`config.mk`:
```
export PLATFORM = sky130hd
export DESIGN_NAME = permutation_enumerator_core_flat
export DESIGN_NICKNAME = d
export VERILOG_FILES = /design/src/hw/rtl/pe_pkg.sv /design/src/hw/rtl/pe_req_if.sv /design/src/hw/rtl/pe_res_if.sv /design/src/hw/rtl/permutation_enumerator_core.sv /design/src/hw/rtl/pe_ram.sv /design/src/flat_wrapper.sv
export VERILOG_INCLUDE_DIRS = /design/src /design/src/hw/rtl
export SDC_FILE = /design/constraint.sdc
export NUM_CORES = 1
export LEC_CHECK = 0
export BUFFER_PORTS_ARGS = -buffer_cell sky130_fd_sc_hd__buf_2
export CORE_ASPECT_RATIO = 1.4
export CORE_MARGIN = 4
export CORE_UTILIZATION = 33
export CTS_BUF_LIST = sky130_fd_sc_hd__clkbuf_16
export DETAILED_ROUTE_END_ITERATION = 7
export RECOVER_POWER = 100
export REMOVE_ABC_BUFFERS = 1
export SLEW_MARGIN = 20
export SYNTH_ARGS = -nofsm -noshare
export SYNTH_HDL_FRONTEND = slang
export SYNTH_SLANG_ARGS = --single-unit
```
`constraint.sdc`:
```
create_clock -name clk -period 4.9 [get_ports clk]
set_input_delay 0.98 -clock clk [delete_from_list [all_inputs] [get_ports clk]]
set_output_delay 0.98 -clock clk [all_outputs]
set_load 0.01 [all_outputs]
```
`src/hw/rtl/permutation_enumerator_core_assert.svh`:
```
// Assertion macros used by the permutation enumerator RTL.
// Each macro takes a label, a clock, a reset, and two expressions.
`ifndef PERMUTATION_ENUMERATOR_CORE_ASSERT_SVH
`define PERMUTATION_ENUMERATOR_CORE_ASSERT_SVH

// Same-cycle implication.
`define PE_ASSERT_NOW(label, clk, rst, ante, cons) \
  label: assert property (@(posedge clk) disable iff (rst) (ante) |-> (cons)) \
    else $error("permutation enumerator assertion failed");

// Next-cycle implication.
`define PE_ASSERT_NEXT(label, clk, rst, ante, cons) \
  label: assert property (@(posedge clk) disable iff (rst) (ante) |=> (cons)) \
    else $error("permutation enumerator assertion failed");

`endif

```
`src/hw/rtl/pe_pkg.sv`:
```
`timescale 1ns / 1ps
// ----------------------------------------------------------------------------
// pe_pkg
// Types and constants of the lexicographic permutation enumerator.
// ----------------------------------------------------------------------------
package pe_pkg;

  localparam int ELEM_W     = 5;
  localparam int CFG_W      = 5;
  localparam int RESULT_CAP = 16;
  localparam logic [CFG_W-1:0] SIZE_RESET = 5'd4;

  typedef enum logic [3:0] {
    S_IDLE,
    S_INIT,
    S_SCAN_RD,
    S_SCAN_CHK,
    S_FIND_RD,
    S_FIND_CHK,
    S_SWAP_A,
    S_SWAP_B,
    S_REV_RD_LO,
    S_REV_RD_HI,
    S_REV_WR_LO,
    S_REV_WR_HI,
    S_EMIT_RD,
    S_EMIT_OUT,
    S_DONE_OUT
  } pe_state_t;

endpackage

```
`src/hw/rtl/pe_req_if.sv`:
```
`timescale 1ns / 1ps
// ----------------------------------------------------------------------------
// pe_req_if
// Request channel: one word asks for the next permutation or a restart.
// ----------------------------------------------------------------------------
interface pe_req_if;
  logic valid;
  logic ready;
  logic restart;

  modport source (output valid, output restart, input ready);
  modport sink (input valid, input restart, output ready);
endinterface

```
`src/hw/rtl/pe_res_if.sv`:
```
`timescale 1ns / 1ps
// ----------------------------------------------------------------------------
// pe_res_if
// Result channel: one word carries one element of a permutation or a done mark.
// ----------------------------------------------------------------------------
interface pe_res_if import pe_pkg::*; ();
  logic              valid;
  logic              ready;
  logic [ELEM_W-1:0] element;
  logic [ELEM_W-1:0] position;
  logic              last;
  logic              done_res;

  modport source (output valid, output element, output position, output last,
                  output done_res, input ready);
  modport sink (input valid, input element, input position, input last,
                input done_res, output ready);
endinterface

```
`src/hw/rtl/permutation_enumerator_core.sv`:
```
`timescale 1ns / 1ps
// A restart (or the first request) writes the identity into the permutation RAM and then
// emits its elements. A next-permutation request runs a suffix scan, successor search,
// swap, suffix reversal and emission, all paced by the single read port of the permutation
// RAM. A done word is sent without a scan once the sequence is known to be exhausted, and
// after the scan when it finds no ascent.
// One request is in flight at a time. Reset clears control state and sets the size to 4;
// the permutation RAM is not cleared and is always written before it is read.
// ----------------------------------------------------------------------------
// permutation_enumerator_core
// Steps through the permutations of 1..n in lexicographic order, one element per word.
// ----------------------------------------------------------------------------
`include "permutation_enumerator_core_assert.svh"

module permutation_enumerator_core import pe_pkg::*; #(
  parameter int MAX_SYMBOLS = 16
) (
  input  logic             clk,
  input  logic             rst,
  input  logic             cfg_we,
  input  logic [CFG_W-1:0] cfg_wdata,
  pe_req_if.sink           req,
  pe_res_if.source         res
);

  localparam int CAP = (MAX_SYMBOLS < RESULT_CAP) ? MAX_SYMBOLS : RESULT_CAP;
  localparam int AW  = $clog2(CAP);

  pe_state_t state, state_next;

  logic [CFG_W-1:0]  set_size;
  logic              started;
  logic              exhausted;
  logic [CFG_W-1:0]  n_sat;
  logic [AW-1:0]     nm1;

  logic [AW-1:0]     idx;
  logic [AW-1:0]     hi;
  logic [AW-1:0]     piv;
  logic [AW-1:0]     jdx;
  logic [ELEM_W-1:0] prev;
  logic [ELEM_W-1:0] pval;
  logic [ELEM_W-1:0] tmp;

  logic              mem_we;
  logic [AW-1:0]     mem_waddr;
  logic [ELEM_W-1:0] mem_wdata;
  logic              mem_re;
  logic [AW-1:0]     mem_raddr;
  logic [ELEM_W-1:0] mem_rdata;

  logic              res_valid;
  logic [ELEM_W-1:0] res_element;
  logic [ELEM_W-1:0] res_position;
  logic              res_last;
  logic              res_done;

  logic              accept;
  logic              fresh;
  logic              slot_free;
  logic              rev_more;

  // Effective size: zero acts as one, and the count saturates at the capacity.
  assign n_sat = (set_size == '0) ? CFG_W'(1) :
                 ((set_size > CFG_W'(CAP)) ? CFG_W'(CAP) : set_size);
  assign nm1   = AW'(n_sat - CFG_W'(1));

  assign accept    = req.valid && req.ready;
  assign fresh     = req.restart || !started;
  assign slot_free = !res_valid || res.ready;
  assign rev_more  = (idx + AW'(1)) < (hi - AW'(1));

  pe_ram #(
    .WIDTH (ELEM_W),
    .DEPTH (CAP)
  ) u_perm_ram (
    .clk   (clk),
    .we    (mem_we),
    .waddr (mem_waddr),
    .wdata (mem_wdata),
    .re    (mem_re),
    .raddr (mem_raddr),
    .rdata (mem_rdata)
  );

  // Next state.
  always_comb begin
    state_next = state;
    case (state)
      S_IDLE: begin
        if (accept) begin
          if (fresh) begin
            state_next = S_INIT;
          end else if (exhausted || nm1 == '0) begin
            state_next = S_DONE_OUT;
          end else begin
            state_next = S_SCAN_RD;
          end
        end
      end
      S_INIT: begin
        if (idx == nm1) begin
          state_next = S_EMIT_RD;
        end
      end
      S_SCAN_RD: state_next = S_SCAN_CHK;
      S_SCAN_CHK: begin
        if (idx == nm1) begin
          state_next = S_SCAN_RD;
        end else if (mem_rdata < prev) begin
          state_next = S_FIND_RD;
        end else if (idx == '0) begin
          state_next = S_DONE_OUT;
        end else begin
          state_next = S_SCAN_RD;
        end
      end
      S_FIND_RD: state_next = S_FIND_CHK;
      S_FIND_CHK: begin
        state_next = (mem_rdata > pval) ? S_SWAP_A : S_FIND_RD;
      end
      S_SWAP_A: state_next = S_SWAP_B;
      S_SWAP_B: begin
        state_next = ((piv + AW'(1)) < nm1) ? S_REV_RD_LO : S_EMIT_RD;
      end
      S_REV_RD_LO: state_next = S_REV_RD_HI;
      S_REV_RD_HI: state_next = S_REV_WR_LO;
      S_REV_WR_LO: state_next = S_REV_WR_HI;
      S_REV_WR_HI: state_next = rev_more ? S_REV_RD_LO : S_EMIT_RD;
      S_EMIT_RD:   state_next = S_EMIT_OUT;
      S_EMIT_OUT: begin
        if (slot_free) begin
          state_next = (idx == nm1) ? S_IDLE : S_EMIT_RD;
        end
      end
      S_DONE_OUT: begin
        if (slot_free) begin
          state_next = S_IDLE;
        end
      end
      default: state_next = S_IDLE;
    endcase
  end

  // Memory port control and request ready.
  always_comb begin
    mem_we    = 1'b0;
    mem_waddr = idx;
    mem_wdata = mem_rdata;
    mem_re    = 1'b0;
    mem_raddr = idx;
    req.ready = 1'b0;
    case (state)
      S_IDLE: req.ready = 1'b1;
      S_INIT: begin
        mem_we    = 1'b1;
        mem_wdata = ELEM_W'(idx) + ELEM_W'(1);
      end
      S_SCAN_RD, S_FIND_RD, S_EMIT_RD, S_REV_RD_LO: mem_re = 1'b1;
      S_REV_RD_HI: begin
        mem_re    = 1'b1;
        mem_raddr = hi;
      end
      S_SWAP_A: begin
        mem_we    = 1'b1;
        mem_waddr = piv;
        mem_wdata = tmp;
      end
      S_SWAP_B: begin
        mem_we    = 1'b1;
        mem_waddr = jdx;
        mem_wdata = pval;
      end
      S_REV_WR_LO: mem_we = 1'b1;
      S_REV_WR_HI: begin
        mem_we    = 1'b1;
        mem_waddr = hi;
        mem_wdata = tmp;
      end
      default: begin
      end
    endcase
  end

  always_ff @(posedge clk) begin
    if (rst) begin
      state     <= S_IDLE;
      set_size  <= SIZE_RESET;
      started   <= 1'b0;
      exhausted <= 1'b0;
      res_valid <= 1'b0;
    end else begin
      state <= state_next;
      if (res_valid && res.ready) begin
        res_valid <= 1'b0;
      end
      if (cfg_we) begin
        set_size  <= cfg_wdata;
        started   <= 1'b0;
        exhausted <= 1'b0;
      end
      if (state == S_IDLE && accept) begin
        if (fresh) begin
          started   <= 1'b1;
          exhausted <= 1'b0;
        end else if (nm1 == '0) begin
          exhausted <= 1'b1;
        end
      end
      if (state == S_SCAN_CHK && idx != nm1 && !(mem_rdata < prev) && idx == '0) begin
        exhausted <= 1'b1;
      end
      if ((state == S_EMIT_OUT || state == S_DONE_OUT) && slot_free) begin
        res_valid <= 1'b1;
      end
    end
  end

  // Datapath registers.
  always_ff @(posedge clk) begin
    case (state)
      S_IDLE: begin
        if (accept) begin
          idx <= fresh ? '0 : nm1;
        end
      end
      S_INIT: idx <= (idx == nm1) ? '0 : idx + AW'(1);
      S_SCAN_CHK: begin
        if (idx == nm1) begin
          prev <= mem_rdata;
          idx  <= idx - AW'(1);
        end else if (mem_rdata < prev) begin
          piv  <= idx;
          pval <= mem_rdata;
          idx  <= nm1;
        end else if (idx != '0) begin
          prev <= mem_rdata;
          idx  <= idx - AW'(1);
        end
      end
      S_FIND_CHK: begin
        if (mem_rdata > pval) begin
          jdx <= idx;
          tmp <= mem_rdata;
        end else begin
          idx <= idx - AW'(1);
        end
      end
      S_SWAP_B: begin
        idx <= ((piv + AW'(1)) < nm1) ? piv + AW'(1) : '0;
        hi  <= nm1;
      end
      S_REV_RD_HI: tmp <= mem_rdata;
      S_REV_WR_HI: begin
        idx <= rev_more ? idx + AW'(1) : '0;
        hi  <= hi - AW'(1);
      end
      S_EMIT_OUT: begin
        if (slot_free) begin
          res_element  <= mem_rdata;
          res_position <= ELEM_W'(idx) + ELEM_W'(1);
          res_last     <= (idx == nm1);
          res_done     <= 1'b0;
          idx          <= idx + AW'(1);
        end
      end
      S_DONE_OUT: begin
        if (slot_free) begin
          res_element  <= '0;
          res_position <= '0;
          res_last     <= 1'b1;
          res_done     <= 1'b1;
        end
      end
      default: begin
      end
    endcase
  end

  assign res.valid    = res_valid;
  assign res.element  = res_element;
  assign res.position = res_position;
  assign res.last     = res_last;
  assign res.done_res = res_done;

  // A done word never carries an element, and a permutation word always does.
  `PE_ASSERT_NOW(a_done_word, clk, rst, res.valid && res.done_res,
                 res.last && res.element == '0 && res.position == '0)
  `PE_ASSERT_NOW(a_elem_range, clk, rst, res.valid && !res.done_res,
                 res.element != '0 && res.element <= n_sat && res.position != '0)
  // The RAM is never written and read at the same entry in one cycle.
  `PE_ASSERT_NOW(a_no_rw_clash, clk, rst, mem_we && mem_re, mem_waddr != mem_raddr)
  // Only one request is worked on at a time.
  `PE_ASSERT_NEXT(a_one_in_flight, clk, rst, accept, !req.ready)
  `PE_ASSERT_NOW(a_exh_started, clk, rst, exhausted, started)

endmodule

```
`src/hw/rtl/pe_ram.sv`:
```
`timescale 1ns / 1ps
// ----------------------------------------------------------------------------
// pe_ram
// Generic single-write, single-read RAM with a registered read port.
// ----------------------------------------------------------------------------
module pe_ram #(
  parameter int WIDTH = 5,
  parameter int DEPTH = 16
) (
  input  logic                     clk,
  input  logic                     we,
  input  logic [$clog2(DEPTH)-1:0] waddr,
  input  logic [WIDTH-1:0]         wdata,
  input  logic                     re,
  input  logic [$clog2(DEPTH)-1:0] raddr,
  output logic [WIDTH-1:0]         rdata
);

  logic [WIDTH-1:0] mem [DEPTH];

  always_ff @(posedge clk) begin
    if (we) begin
      mem[waddr] <= wdata;
    end
    if (re) begin
      rdata <= mem[raddr];
    end
  end

endmodule
```
`src/flat_wrapper.sv`:
```
// flat-port wrapper written by rule: the top's interface ports become plain ports
module permutation_enumerator_core_flat import pe_pkg::*;
#(
  parameter int MAX_SYMBOLS = 16
)
  (clk, rst, cfg_we, cfg_wdata, req_valid, req_restart, req_ready, res_valid, res_element, res_position, res_last, res_done_res, res_ready);
  pe_req_if req_i ();
  pe_res_if res_i ();
  input  logic clk;
  input  logic rst;
  input  logic cfg_we;
  input  logic [CFG_W-1:0] cfg_wdata;
  input wire logic [$bits(req_i.valid)-1:0] req_valid;
  input wire logic [$bits(req_i.restart)-1:0] req_restart;
  output wire logic [$bits(req_i.ready)-1:0] req_ready;
  output wire logic [$bits(res_i.valid)-1:0] res_valid;
  output wire logic [$bits(res_i.element)-1:0] res_element;
  output wire logic [$bits(res_i.position)-1:0] res_position;
  output wire logic [$bits(res_i.last)-1:0] res_last;
  output wire logic [$bits(res_i.done_res)-1:0] res_done_res;
  input wire logic [$bits(res_i.ready)-1:0] res_ready;
  assign req_i.valid = req_valid;
  assign req_i.restart = req_restart;
  assign req_ready = req_i.ready;
  assign res_valid = res_i.valid;
  assign res_element = res_i.element;
  assign res_position = res_i.position;
  assign res_last = res_i.last;
  assign res_done_res = res_i.done_res;
  assign res_i.ready = res_ready;
  permutation_enumerator_core #(.MAX_SYMBOLS(MAX_SYMBOLS)) u_core (.clk(clk), .rst(rst), .cfg_we(cfg_we), .cfg_wdata(cfg_wdata), .req(req_i), .res(res_i));
endmodule
```
Word level (Yosys, flattened, before mapping) --
Memories as Yosys holds them, arrays and structs flattened. A register that Yosys moved wholly into a read port is not among the register bits. Index checks and enable logic that the tools add are counted.
Word-level totals: RAM bits 80, flip-flop bits (word level) 55, output and inout bits 14, memories 1, word-level logic and storage cells 149, input port bits 11
Operators by class: bitwise logic cells 1, equal/unequal tests 24, $lt $le $gt $ge 5, add/subtract/negate cells 6, reduce and logical (&&, ||, !) cells 35, mux-type cells 61
Memories:
- u_core.u_perm_ram.mem | words 16, bits a word 5, read ports 1, clocked after Yosys merged registers in 1, wr ports 1, RTL line pe_ram.sv:19 | logic [WIDTH-1:0] mem [DEPTH];
Operator list (count):
- $mux 4 | 23
- $pmux 4 s15 | 1
- $mux 5 | 7
- $pmux 5 s2 | 3
- $eq 4x4->1 const B | 7
- $pmux 4 s7 | 1
- $mux 1 | 18
- $eq 4x3->1 const B | 4
- $pmux 5 s3 | 1
- $logic_not 4->1 | 3
- $pmux 4 s3 | 1
- $sub 4x1->4 const B | 3
- $ne 2x1->1 const B | 5
- $reduce_bool 2->1 | 5
- $reduce_or 5->1 | 2
- $reduce_and 3->1 | 3
- $add 4x1->4 const B | 2
- $eq 4x2->1 const B | 2
- $lt 4x4->1 | 2
- $pmux 4 s2 | 1
- $logic_and 1x1->1 | 7
- $reduce_bool 7->1 | 1
- $mux 3 | 2
- $add 4x1->5 const B | 1
- other kinds (19) | 27

Logic depth before layout (Yosys ltp) --
Gate-level depths: netlist (run 1).
depth in word-level cells 10, mapped depth 12

Modules after synthesis --
From an unflattened synthesis (run 1), not the netlist that was laid out.
Unflattened totals: cells, all modules 501, area total of the unflattened synthesis 6616.3 µm²
Modules (own cells, without submodules):
- permutation_enumerator_core | instances 1, cells each 346, area each 3353.2 µm², sequential area each 1531.5 µm²
- pe_ram | instances 1, cells each 155, area each 3263.1 µm², sequential area each 2552.4 µm²

Least setup slack after synthesis (run 1) --
No wires, ideal clock.
kind reg-to-reg, start point reg u_core.set_size[1], end point reg u_core.idx[3] (data pin), required time 4.762 ns, arrival 2.631 ns, period minus slack after synthesis 2.769 ns, stages on the path, launching flop included 11, slack 2.131 ns, path buffers 0, cell sequence dfxtp_1 nor4_2 nor2_4 ha_1 xnor2_1 ha_1 or3b_1 o32ai_1 nand2_1 or4_1 nand4_1
Between the ends: cells in the longest elaborated chain, start to end 7, elaborated cells between the ends (all ways) 14, classes of those cells add/sub (1); order compare (2); eq/ne (1); mux (9); reduce/logical (1)
Ends and longest elaborated chain:
- from (decl) | RTL line permutation_enumerator_core.sv:31 | logic [CFG_W-1:0] set_size;
- from (signal assigned) | RTL line permutation_enumerator_core.sv:198 | set_size <= cfg_wdata;
- $gt 5x5->1 | RTL line permutation_enumerator_core.sv:65 | ((set_size > CFG_W'(CAP)) ? CFG_W'(CAP) : set_size);
- $mux 4 | RTL line permutation_enumerator_core.sv:65
- $mux 4 * | RTL line permutation_enumerator_core.sv:64 | assign n_sat = (set_size == '0) ? CFG_W'(1) :
- $sub 4x1->4 * | RTL line permutation_enumerator_core.sv:66 | assign nm1 = AW'(n_sat - CFG_W'(1));
- $lt 4x4->1, or another cell as far along | RTL line permutation_enumerator_core.sv:250 | idx <= ((piv + AW'(1)) < nm1) ? piv + AW'(1) : '0;
- $mux 4, on equally long branches
- $pmux 4 s7 * | RTL line permutation_enumerator_core.sv:221 | case (state)
- to (signal assigned) | RTL line permutation_enumerator_core.sv:224 | idx <= fresh ? '0 : nm1;
- to (signal assigned) | RTL line permutation_enumerator_core.sv:250
- to (signal assigned) | RTL line permutation_enumerator_core.sv:255 | idx <= rev_more ? idx + AW'(1) : '0;
- to (decl) | RTL line permutation_enumerator_core.sv:37 | logic [AW-1:0] idx;
Mark *: on every way between the ends. The rest lies on a longest branch, timed or not. The select of a mux whose other input is x is not followed. A chain may end at the register's enable or synchronous reset.

Worst setup path after layout (run 1) --
start point reg u_core.set_size[4], end point reg u_core.idx[3], enable pin
Between the ends: cells in the longest elaborated chain, start to end 7, elaborated cells between the ends (all ways) 8, classes of those cells add/sub (1); order compare (1); eq/ne (2); mux (2); reduce/logical (2)
Ends and longest elaborated chain:
- $gt 5x5->1 | RTL line permutation_enumerator_core.sv:65
- $mux 4 | RTL line permutation_enumerator_core.sv:65
- $mux 4 * | RTL line permutation_enumerator_core.sv:64
- $sub 4x1->4 * | RTL line permutation_enumerator_core.sv:66
- $eq 4x4->1 * | RTL line permutation_enumerator_core.sv:229 | if (idx == nm1) begin
- $ne 4x3->1 (no line) *
- $reduce_and 5->1 (no line) *
- to (signal assigned) | RTL line permutation_enumerator_core.sv:227 | S_INIT: idx <= (idx == nm1) ? '0 : idx + AW'(1);
- to (signal assigned) | RTL line permutation_enumerator_core.sv:231 | idx <= idx - AW'(1);
- to (signal assigned) | RTL line permutation_enumerator_core.sv:235 | idx <= nm1;
Mark *: on every way between the ends. The rest lies on a longest branch, timed or not.

==> results of run 1 <==
synth_stat cells, drive strengths merged (2+ instances only):
cell       n
and2       3
nor2b     15
nand2     60
a221oi     4
maj3       2
mux2i     18
a32oi      7
nor2      63
a211oi     4
clkbuf    14
edfxtp   128
nor4       4
nand3     20
buf       10
nand4      7
dfxtp     12
inv       22
o22ai      3
nor3       9
a21oi     22
or4        3
o311ai     2
a22oi      5
nand2b    14
a311oi     2
mux4      10
a222oi     3
a31oi      3
o21ai     19
ha        20
o31ai      2
a22o       3
or2        2
a21o       2
o211ai     2
nor3b      4
xnor2      7
o2111ai    2
xor2       6
o21a       4
worst max path at each step:
stage | slack [ns] | cells after the start | from | endpoint
finish | 1.48 | 8 | u_core.set_size[4] | u_core.idx[3]
global route | 1.30 | 8 | u_core.set_size[4] | u_core.idx[3]
CTS | 1.44 | 6 | u_core.state[0] | u_core.u_perm_ram.rdata[2]
detailed placement | 1.46 | 6 | u_core.state[0] | u_core.u_perm_ram.rdata[2]
global placement | 1.59 | 6 | u_core.state[0] | u_core.u_perm_ram.rdata[2]
floorplan | 1.23 | 5 | u_core.state[0] | u_core.u_perm_ram.rdata[0]
metrics by stage:
step | setup WS (ns) | hold WS (ns)
floorplan | 1.23 | 0.444
global placement | 1.59 | 0.462
detailed placement | 1.46 | 0.472
CTS | 1.44 | 0.483
global route | 1.30 | 0.526
finish | 1.48 | 0.483
registers in the layout, indices dropped and copies added, names as in the netlist, 5 cells and up:
name and count:
u_core.prev 5, u_core.pval 5, u_core.res.element 5, u_core.res.position 5
u_core.set_size 5, u_core.tmp 5, u_core.u_perm_ram.mem 80, u_core.u_perm_ram.rdata 5
tightest hold or removal path, cell delays in order, from the launching register on:
cell      delay [ns]
dfxtp_1         0.31
nand2b_1        0.06
a21oi_1         0.06
power groups by stage:
stage	clock network [mW]	logic [mW]	registers, mW
final	1.27	1.49	1.87
after global routing	1.35	1.66	1.89
after CTS	1.30	1.54	1.86
after detailed placement	0	1.53	1.88
after global placement	0	1.49	1.88
after floorplan	0	1.03	1.81
routing by layer:
layer  GRT usage  vias to the layer above  part of all wire
met3      0.0288                       34             0.037
met4      0.0563                        0             0.031
met2       0.258                      112              0.55
met5           0                        -                 0
li1            -                     2140                 -
met1       0.153                     2203              0.39
kinds of logic after synthesis:
family,after synthesis
mux,29
fa+ha+maj,22
xor+xnor,14
simple gates,210
compound gates,97
flops,140
buf+inv,46
final cells by class:
class	instances	area, um^2
Sequential cell	140	4080
Fill cell	1888	12300
Clock buffer	17	425
Clock inverter	15	164
Multi-Input combinational cell	372	2520
Tap cell	252	315
Timing Repair Buffer	31	135
Inverter	22	82.6
==> impl_metrics.env, run 1 <==
export IMPL_cp_arrival_ns=3.46
export IMPL_synth_compound_area_frac=0.0990
export IMPL_min_to="u_core.started"
export IMPL_dieArea_mm2=0.0230
export IMPL_avgSynthCellArea_um2=12.2
export IMPL_worst_ir_drop_vdd_v=0.000267
export IMPL_yosys_area_top_type="edfxtp_1"
export IMPL_seq_area_frac_synth=0.599
export IMPL_start_kind="flop"
export IMPL_insertion_delay_ns=0.41
export IMPL_fmax_mhz=293
export IMPL_chipHeight_um=178
export IMPL_rsz0062_at_grt="false"
export IMPL_worst_pin_slew_ns=0.983
export IMPL_clkSlewWorstSetupHoldPaths_ns=0.06
export IMPL_rows=61
export IMPL_cts_repair_resized=0
export IMPL_min_period_ns=3.42
export IMPL_clock_skew_ns=0.0103
export IMPL_portBuffers=24
export IMPL_gr_usage_all_layers=0.139
export IMPL_htree_num_levels=4
export IMPL_cp_top_family="simple AND/OR/NAND/NOR gates"
export IMPL_outcome="finished, final reports clean"
export IMPL_r2r_slack_ns=1.48
export IMPL_grt_overflow_total=0
export IMPL_finalNetCount=615
export IMPL_grt_max_degree=31
export IMPL_wire_per_inst_um=18.2
export IMPL_core_mm2=0.0201
export IMPL_avgViaCountPerCell=5.29
export IMPL_slowest_stage="a211oi_1"
export IMPL_cts_root_buf="clkbuf_16"
export IMPL_area_growth_pct=13.4
export IMPL_synth_top_area_frac=0.564
export IMPL_setup_tns_final_ns=0
export IMPL_placed_cell_area_mm2=0.00719
export IMPL_r2r_start="u_core.set_size[4]"
export IMPL_dp_hpwl_mm=11.3
export IMPL_grt_first_pass_wirelength_mm=24.9
export IMPL_cts_buffers=17
export IMPL_critical_path_max_stage_delay_ns=0.67
export IMPL_switching_share=0.361
export IMPL_synth_fa_ha_area_frac=0.0397
export IMPL_synth_area_mm2=0.00682
export IMPL_p_comb_frac=0.322
export IMPL_power_density_mw_per_mm2=599
export IMPL_setup_violations=0
export IMPL_synthMuxAreaShare=0.0630
export IMPL_grt_pass1_vias=4722
export IMPL_place_gp_congestion=0.841
export IMPL_clockPowerShare=0.275
export IMPL_hold_path_class="reg2reg"
export IMPL_p_int_mw=2.96
export IMPL_synth_main_ff_cell="edfxtp_1"
export IMPL_yosys_warnings=0
export IMPL_final_antenna_net_count=0
export IMPL_yosys_cell_types_count=66
export IMPL_synth_seq_cells=140
export IMPL_reg2reg_depth=8
export IMPL_worstSetupPathType="reg2reg"
export IMPL_antenna_cells=0
export IMPL_vias=4489
export IMPL_path_buf_inv=1
export IMPL_hold_viol=0
export IMPL_design_area_mm2=0.00773
export IMPL_cap_viol_max_count=0
export IMPL_min_from="u_core.started"
export IMPL_drv_slew=0
export IMPL_antenna_found_initial=0
export IMPL_rr_endpoint="u_core.idx[3]"
export IMPL_synthArstFlopShare=0
export IMPL_p_sw_mw=1.67
export IMPL_p_leak_nw=2.68
export IMPL_end_kind="flop"
export IMPL_cts_setup_buffers=0
export IMPL_cts_hold_fix_buffers=0
export IMPL_start_util=0.340
export IMPL_drive_gt1_frac=0.106
export IMPL_final_cell_mix="edfxtp_1, nor2_1, nand2_1"
export IMPL_tritoncts="done"
export IMPL_ioPinCount=25
export IMPL_drc=0
export IMPL_synthCells=558
export IMPL_timing_slew_headroom=0.340
export IMPL_synth_top_family_by_area="simple AND/OR/NAND/NOR gates"
export IMPL_cts_sinks=140
export IMPL_synth_edff_count=128
export IMPL_dr_first_iter_drc_count=441
export IMPL_hold_path_depth=2
export IMPL_stdcell_count=849
export IMPL_fin_crit_sh=0.698
export IMPL_cp_data_required_time_ns=4.94
export IMPL_dr_pass1_iters=5
export IMPL_ys_top_cells_by_area="edfxtp_1, ha_1, dfxtp_1, nor2_1, mux4_2"
export IMPL_dpl_cell_count=817
export IMPL_power_mw=4.63
export IMPL_clk_path_buf_depth=2
export IMPL_routed_wl_mm=15.5
export IMPL_die_w_um=129
export IMPL_path_max_fanout=7
export IMPL_utilization=0.385
export IMPL_power_frac_seq=0.403
export IMPL_synth_xor_area_frac=0.0211
export IMPL_synth_simple_area_share=0.149
export IMPL_final_common_cell="edfxtp_1"
export IMPL_crit_chain="nor4_1 -> nor2_1 -> inv_1 -> ha_1 -> xnor2_1 -> o211ai_1 -> or2_2 -> a211oi_1"
Power figures use the tool's default switching activity.
==> run 2: changes to the inputs <==
==> constraint.sdc (replaced) <==
create_clock -name clk -period 3.6 [get_ports clk]
set_input_delay 0.72 -clock clk [delete_from_list [all_inputs] [get_ports clk]]
set_output_delay 0.72 -clock clk [all_outputs]
set_load 0.01 [all_outputs]
==> run 2 against run 1 <==
Effect of this change:
- critical path depth up 2
- worst setup slack worse by 1.1 ns
- first-iteration DRC count up 4.3%
- core utilization up 0.42 points
- sequential cell count unchanged
- critical endpoint unchanged
==> impl_metrics.env, run 2 (synthesized netlist as in run 1, its figures left out) <==
export IMPL_start_kind="flop"
export IMPL_routed_wl_mm=16.0
export IMPL_power_frac_seq=0.382
export IMPL_clkSlewWorstSetupHoldPaths_ns=0.06
export IMPL_htree_num_levels=4
export IMPL_outcome="finished, final reports clean"
export IMPL_clock_skew_ns=0.00655
export IMPL_fmax_mhz=307
export IMPL_grt_overflow_total=0
export IMPL_core_mm2=0.0201
export IMPL_ioPinCount=25
export IMPL_grt_pass1_vias=4632
export IMPL_top_register="u_core.u_perm_ram.mem"
export IMPL_cts_sinks=140
export IMPL_switching_share=0.357
export IMPL_cp_top_family="simple AND/OR/NAND/NOR gates"
export IMPL_pre_cts_slack_ns=0.512
export IMPL_cp_arrival_ns=3.54
export IMPL_crit_chain="nor4_1 -> nor2_4 -> ha_1 -> xnor2_1 -> ha_1 -> or3b_1 -> o32ai_1 -> nand2_1 -> or4_1 -> nand4_1"
export IMPL_crit_top_cell="ha_1"
export IMPL_timing_slew_headroom=0.273
export IMPL_antenna_found_initial=0
export IMPL_wire_per_inst_um=18.5
export IMPL_drv_slew=0
export IMPL_worst_pin_slew_ns=1.07
export IMPL_final_antenna_net_count=0
export IMPL_dp_hpwl_mm=11.6
export IMPL_p_leak_nw=2.72
export IMPL_place_gp_congestion=0.866
export IMPL_dr_pass1_iters=5
export IMPL_drive_gt1_frac=0.112
export IMPL_largest_reg_flops=80
export IMPL_finalNetCount=627
export IMPL_dieArea_mm2=0.0230
export IMPL_dr_first_iter_drc_count=460
export IMPL_cts_setup_buffers=0
export IMPL_p_comb_frac=0.335
export IMPL_insertion_delay_ns=0.42
export IMPL_p_sw_mw=2.29
export IMPL_worstSetupPathType="reg2reg"
export IMPL_cts_repair_resized=0
export IMPL_hold_viol=0
export IMPL_critical_path_max_stage_delay_ns=0.53
export IMPL_portBuffers=24
export IMPL_utilization=0.389
export IMPL_vias=4496
export IMPL_end_kind="flop"
export IMPL_clockPowerShare=0.282
export IMPL_path_buf_inv=0
export IMPL_hold_slack_ns=0.474
export IMPL_cts_root_buf="clkbuf_16"
export IMPL_path_max_fanout=7
export IMPL_worst_slack_ns=0.340
export IMPL_cts_buffers=17
export IMPL_tritoncts="done"
export IMPL_final_common_cell="edfxtp_1"
export IMPL_chipHeight_um=178
export IMPL_power_density_mw_per_mm2=821
export IMPL_final_cell_mix="edfxtp_1, nor2_1, nand2_1"
export IMPL_gr_usage_all_layers=0.144
export IMPL_grt_first_pass_wirelength_mm=25.0
export IMPL_hold_path_class="reg2reg"
export IMPL_rsz0062_at_grt="false"
export IMPL_rows=61
export IMPL_setup_tns_final_ns=0
export IMPL_p_int_mw=4.12
export IMPL_fin_crit_sh=0.906
export IMPL_avgViaCountPerCell=5.22
export IMPL_slowest_stage="nor4_1"
export IMPL_setup_violations=0
export IMPL_min_period_ns=3.26
export IMPL_cap_viol_max_count=0
export IMPL_antenna_cells=0
export IMPL_clk_path_buf_depth=2
export IMPL_area_growth_pct=14.7
export IMPL_die_w_um=129
export IMPL_grt_max_degree=31
export IMPL_drc=0
export IMPL_start_util=0.340
export IMPL_worst_ir_drop_vdd_v=0.000401
export IMPL_cp_data_required_time_ns=3.88
export IMPL_cts_hold_fix_buffers=0
-- run 2: through the flow --
stage / instances / total power, mW / area (um^2)
2_1_floorplan: 534 / 3.86 / 6700
3_3_place_gp: 829 / 4.64 / 7280
3_5_place_dp: 829 / 4.71 / 7280
4_1_cts: 861 / 6.53 / 7890
5_1_grt: 861 / 6.75 / 7810
6_report: 861 / 6.41 / 7810
-- run 2: final cells by class --
type                       instances  area, um^2
sequential                       140        4080
inverter                          22        82.6
tap                              252         315
clock buffer                      17         425
clock inverter                    15         185
timing repair buffer              43         203
fill                            1933       12300
multi-input combinational        372        2520
-- run 2: metal layers --
| metal | track usage | wire (um) | vias to the layer above |
|---|---|---|---|
| met4 | 0.0698 | 543 | 0 |
| met5 | 0 | 0 | - |
| li1 | - | - | 2171 |
| met2 | 0.260 | 8470 | 108 |
| met3 | 0.0351 | 615 | 36 |
| met1 | 0.157 | 6320 | 2181 |
-- run 2: path summary, 6_finish.rpt --
check / to / slack, ns / depth (start not counted) / start
setup / recovery: u_core.idx[3] / 0.34 / 10 / u_core.set_size[1]
hold reg to reg: u_core.started / 0.47 / 2 / u_core.started
hold / removal: u_core.started / 0.47 / 2 / u_core.started
setup reg to reg: u_core.idx[3] / 0.34 / 10 / u_core.set_size[1]
-- run 2: power groups by stage --
| stage | Clock, mW | Combinational, mW | Sequential (mW) |
|---|---|---|---|
| 5_1_grt | 1.91 | 2.37 | 2.47 |
| 2_1_floorplan | 0 | 1.40 | 2.46 |
| 3_5_place_dp | 0 | 2.24 | 2.47 |
| 4_1_cts | 1.84 | 2.25 | 2.44 |
| 3_3_place_gp | 0 | 2.18 | 2.46 |
| 6_report | 1.81 | 2.15 | 2.45 |
-- run 2: tightest hold or removal path: stages, from the launching register on --
cell      delay, ns
dfxtp_1        0.31
nand2b_1       0.06
a21oi_1        0.06
==> run 3: changes to the inputs <==
--- a/config.mk
+++ b/config.mk
@@ -9,7 +9,7 @@
 export BUFFER_PORTS_ARGS = -buffer_cell sky130_fd_sc_hd__buf_2
 export CORE_ASPECT_RATIO = 1.4
 export CORE_MARGIN = 4
-export CORE_UTILIZATION = 33
+export CORE_UTILIZATION = 39
 export CTS_BUF_LIST = sky130_fd_sc_hd__clkbuf_16
 export DETAILED_ROUTE_END_ITERATION = 7
 export RECOVER_POWER = 100
==> run 3 against run 2 <==
Effect of this change:
- sequential power is essentially flat
- sequential share of layout area grew 0.62 points
- global-route usage grew 1.7 points
- die area shrank 15%
- sequential cell count is the same
- final cell count shrank 2.3%
- fmax grew 0.17%
- critical endpoint is now u_core.u_perm_ram.mem[9][3]
==> impl_metrics.env, run 3 (synthesized netlist as in run 1, its figures left out) <==
export IMPL_outcome="finished, final reports clean"
export IMPL_min_period_ns=3.25
export IMPL_cap_viol_max_count=0
export IMPL_core_mm2=0.0170
export IMPL_hold_slack_ns=0.494
export IMPL_rsz0062_at_grt="false"
export IMPL_fmax_mhz=307
export IMPL_stdcell_count=841
export IMPL_finalNetCount=628
export IMPL_start_kind="flop"
export IMPL_portBuffers=24
export IMPL_start_util=0.402
export IMPL_pre_cts_slack_ns=0.419
export IMPL_cts_buffers=17
export IMPL_place_gp_congestion=0.950
export IMPL_avgViaCountPerCell=5.33
export IMPL_htree_num_levels=4
export IMPL_dp_hpwl_mm=11.1
export IMPL_dr_pass1_iters=4
export IMPL_grt_pass1_vias=4577
export IMPL_worst_slack_ns=0.346
export IMPL_dieArea_mm2=0.0197
export IMPL_worstSetupPathType="reg2reg"
export IMPL_top_register="u_core.u_perm_ram.mem"
export IMPL_p_leak_nw=2.66
export IMPL_hold_viol=0
export IMPL_critPathLaunch="u_core.state[3]"
export IMPL_cts_hold_fix_buffers=0
export IMPL_gr_usage_all_layers=0.162
export IMPL_die_w_um=120
export IMPL_power_density_mw_per_mm2=802
export IMPL_rows=56
export IMPL_drc=0
export IMPL_grt_max_degree=31
export IMPL_tritoncts="done"
export IMPL_fin_crit_sh=0.904
export IMPL_dpl_cell_count=810
export IMPL_timing_slew_headroom=0.235
export IMPL_drv_slew=0
export IMPL_r2r_slack_ns=0.35
export IMPL_drive_gt1_frac=0.113
export IMPL_final_common_cell="edfxtp_1"
export IMPL_final_antenna_net_count=0
export IMPL_min_from="u_core.started"
export IMPL_cts_sinks=140
export IMPL_worst_ir_drop_vdd_v=0.000409
export IMPL_wire_per_inst_um=18.1
export IMPL_clock_skew_ns=0.00690
export IMPL_cts_setup_buffers=0
export IMPL_worst_pin_slew_ns=1.13
export IMPL_insertion_delay_ns=0.42
export IMPL_r2r_start="u_core.state[3]"
export IMPL_path_max_fanout=13
export IMPL_antenna_found_initial=0
export IMPL_grt_first_pass_wirelength_mm=24.1
export IMPL_dr_first_iter_drc_count=293
export IMPL_area_growth_pct=13.3
export IMPL_clk_path_buf_depth=2
export IMPL_grt_overflow_total=0
export IMPL_largest_reg_flops=80
export IMPL_setup_violations=0
export IMPL_clkSlewWorstSetupHoldPaths_ns=0.06
export IMPL_hold_path_class="reg2reg"
export IMPL_cts_repair_resized=0
export IMPL_final_cell_mix="edfxtp_1, nor2_1, nand2_1"
export IMPL_min_to="u_core.started"
export IMPL_chipHeight_um=164
export IMPL_cp_data_required_time_ns=3.65
export IMPL_cts_root_buf="clkbuf_16"
export IMPL_antenna_cells=0
export IMPL_end_kind="flop"
export IMPL_routed_wl_mm=15.3
export IMPL_vias=4480
export IMPL_cp_arrival_ns=3.31
export IMPL_hold_path_depth=2
export IMPL_ioPinCount=25
export IMPL_reg2reg_depth=7
export IMPL_rr_endpoint="u_core.u_perm_ram.mem[9][3]"
[run 3: final cells by class]
type | count | area, um^2
Timing Repair Buffer | 44 | 203
Tap cell | 232 | 290
Clock inverter | 14 | 113
Clock buffer | 17 | 425
Multi-Input combinational cell | 372 | 2520
Sequential cell | 140 | 4080
Inverter | 22 | 82.6
Fill cell | 1568 | 9230
[run 3: metal layers]
| metal | part of all wire | wire length (um) | track usage |
|---|---|---|---|
| met1 | 0.41 | 6290 | 0.182 |
| met2 | 0.52 | 7860 | 0.286 |
| met3 | 0.040 | 610 | 0.0353 |
| met4 | 0.032 | 495 | 0.0870 |
| met5 | 0 | 0 | 0 |
[run 3: stage by stage]
stage / setup TNS, ns / power, mW / area [um^2] / util
2_1_floorplan: -0.315 / 3.86 / 6700 / -
3_3_place_gp: 0 / 4.66 / 7270 / 0.428
3_5_place_dp: 0 / 4.72 / 7270 / 0.428
4_1_cts: 0 / 6.31 / 7800 / 0.460
5_1_grt: 0 / 6.56 / 7720 / 0.455
6_report: 0 / 6.19 / 7720 / 0.455
[run 3: worst max path at each step]
stage,slack (ns),end
6_report,0.35,u_core.u_perm_ram.mem[9][3]
5_1_grt,0.10,u_core.u_perm_ram.mem[9][3]
4_1_cts,0.38,u_core.state[2]
3_5_place_dp,0.42,u_core.idx[0]
3_3_place_gp,0.55,u_core.idx[1]
2_1_floorplan,-0.07,u_core.u_perm_ram.rdata[0]
[run 3: worst max-delay path, cell delays in order (launching register included)]
cell and delay (ns):
dfxtp_1 0.47, clkbuf_1 0.43, nand2b_1 0.38, nor2_1 0.13, clkbuf_1 0.26, o311ai_1 0.52
nand2_1 0.23, nor2_1 0.46
[run 3: where the power goes]
group	internal (mW)	total, mW	switching, mW
registers	2.28	2.42	0.141
logic	0.751	2.19	1.44
clock network	0.885	1.58	0.695
total	3.91	6.19	2.28
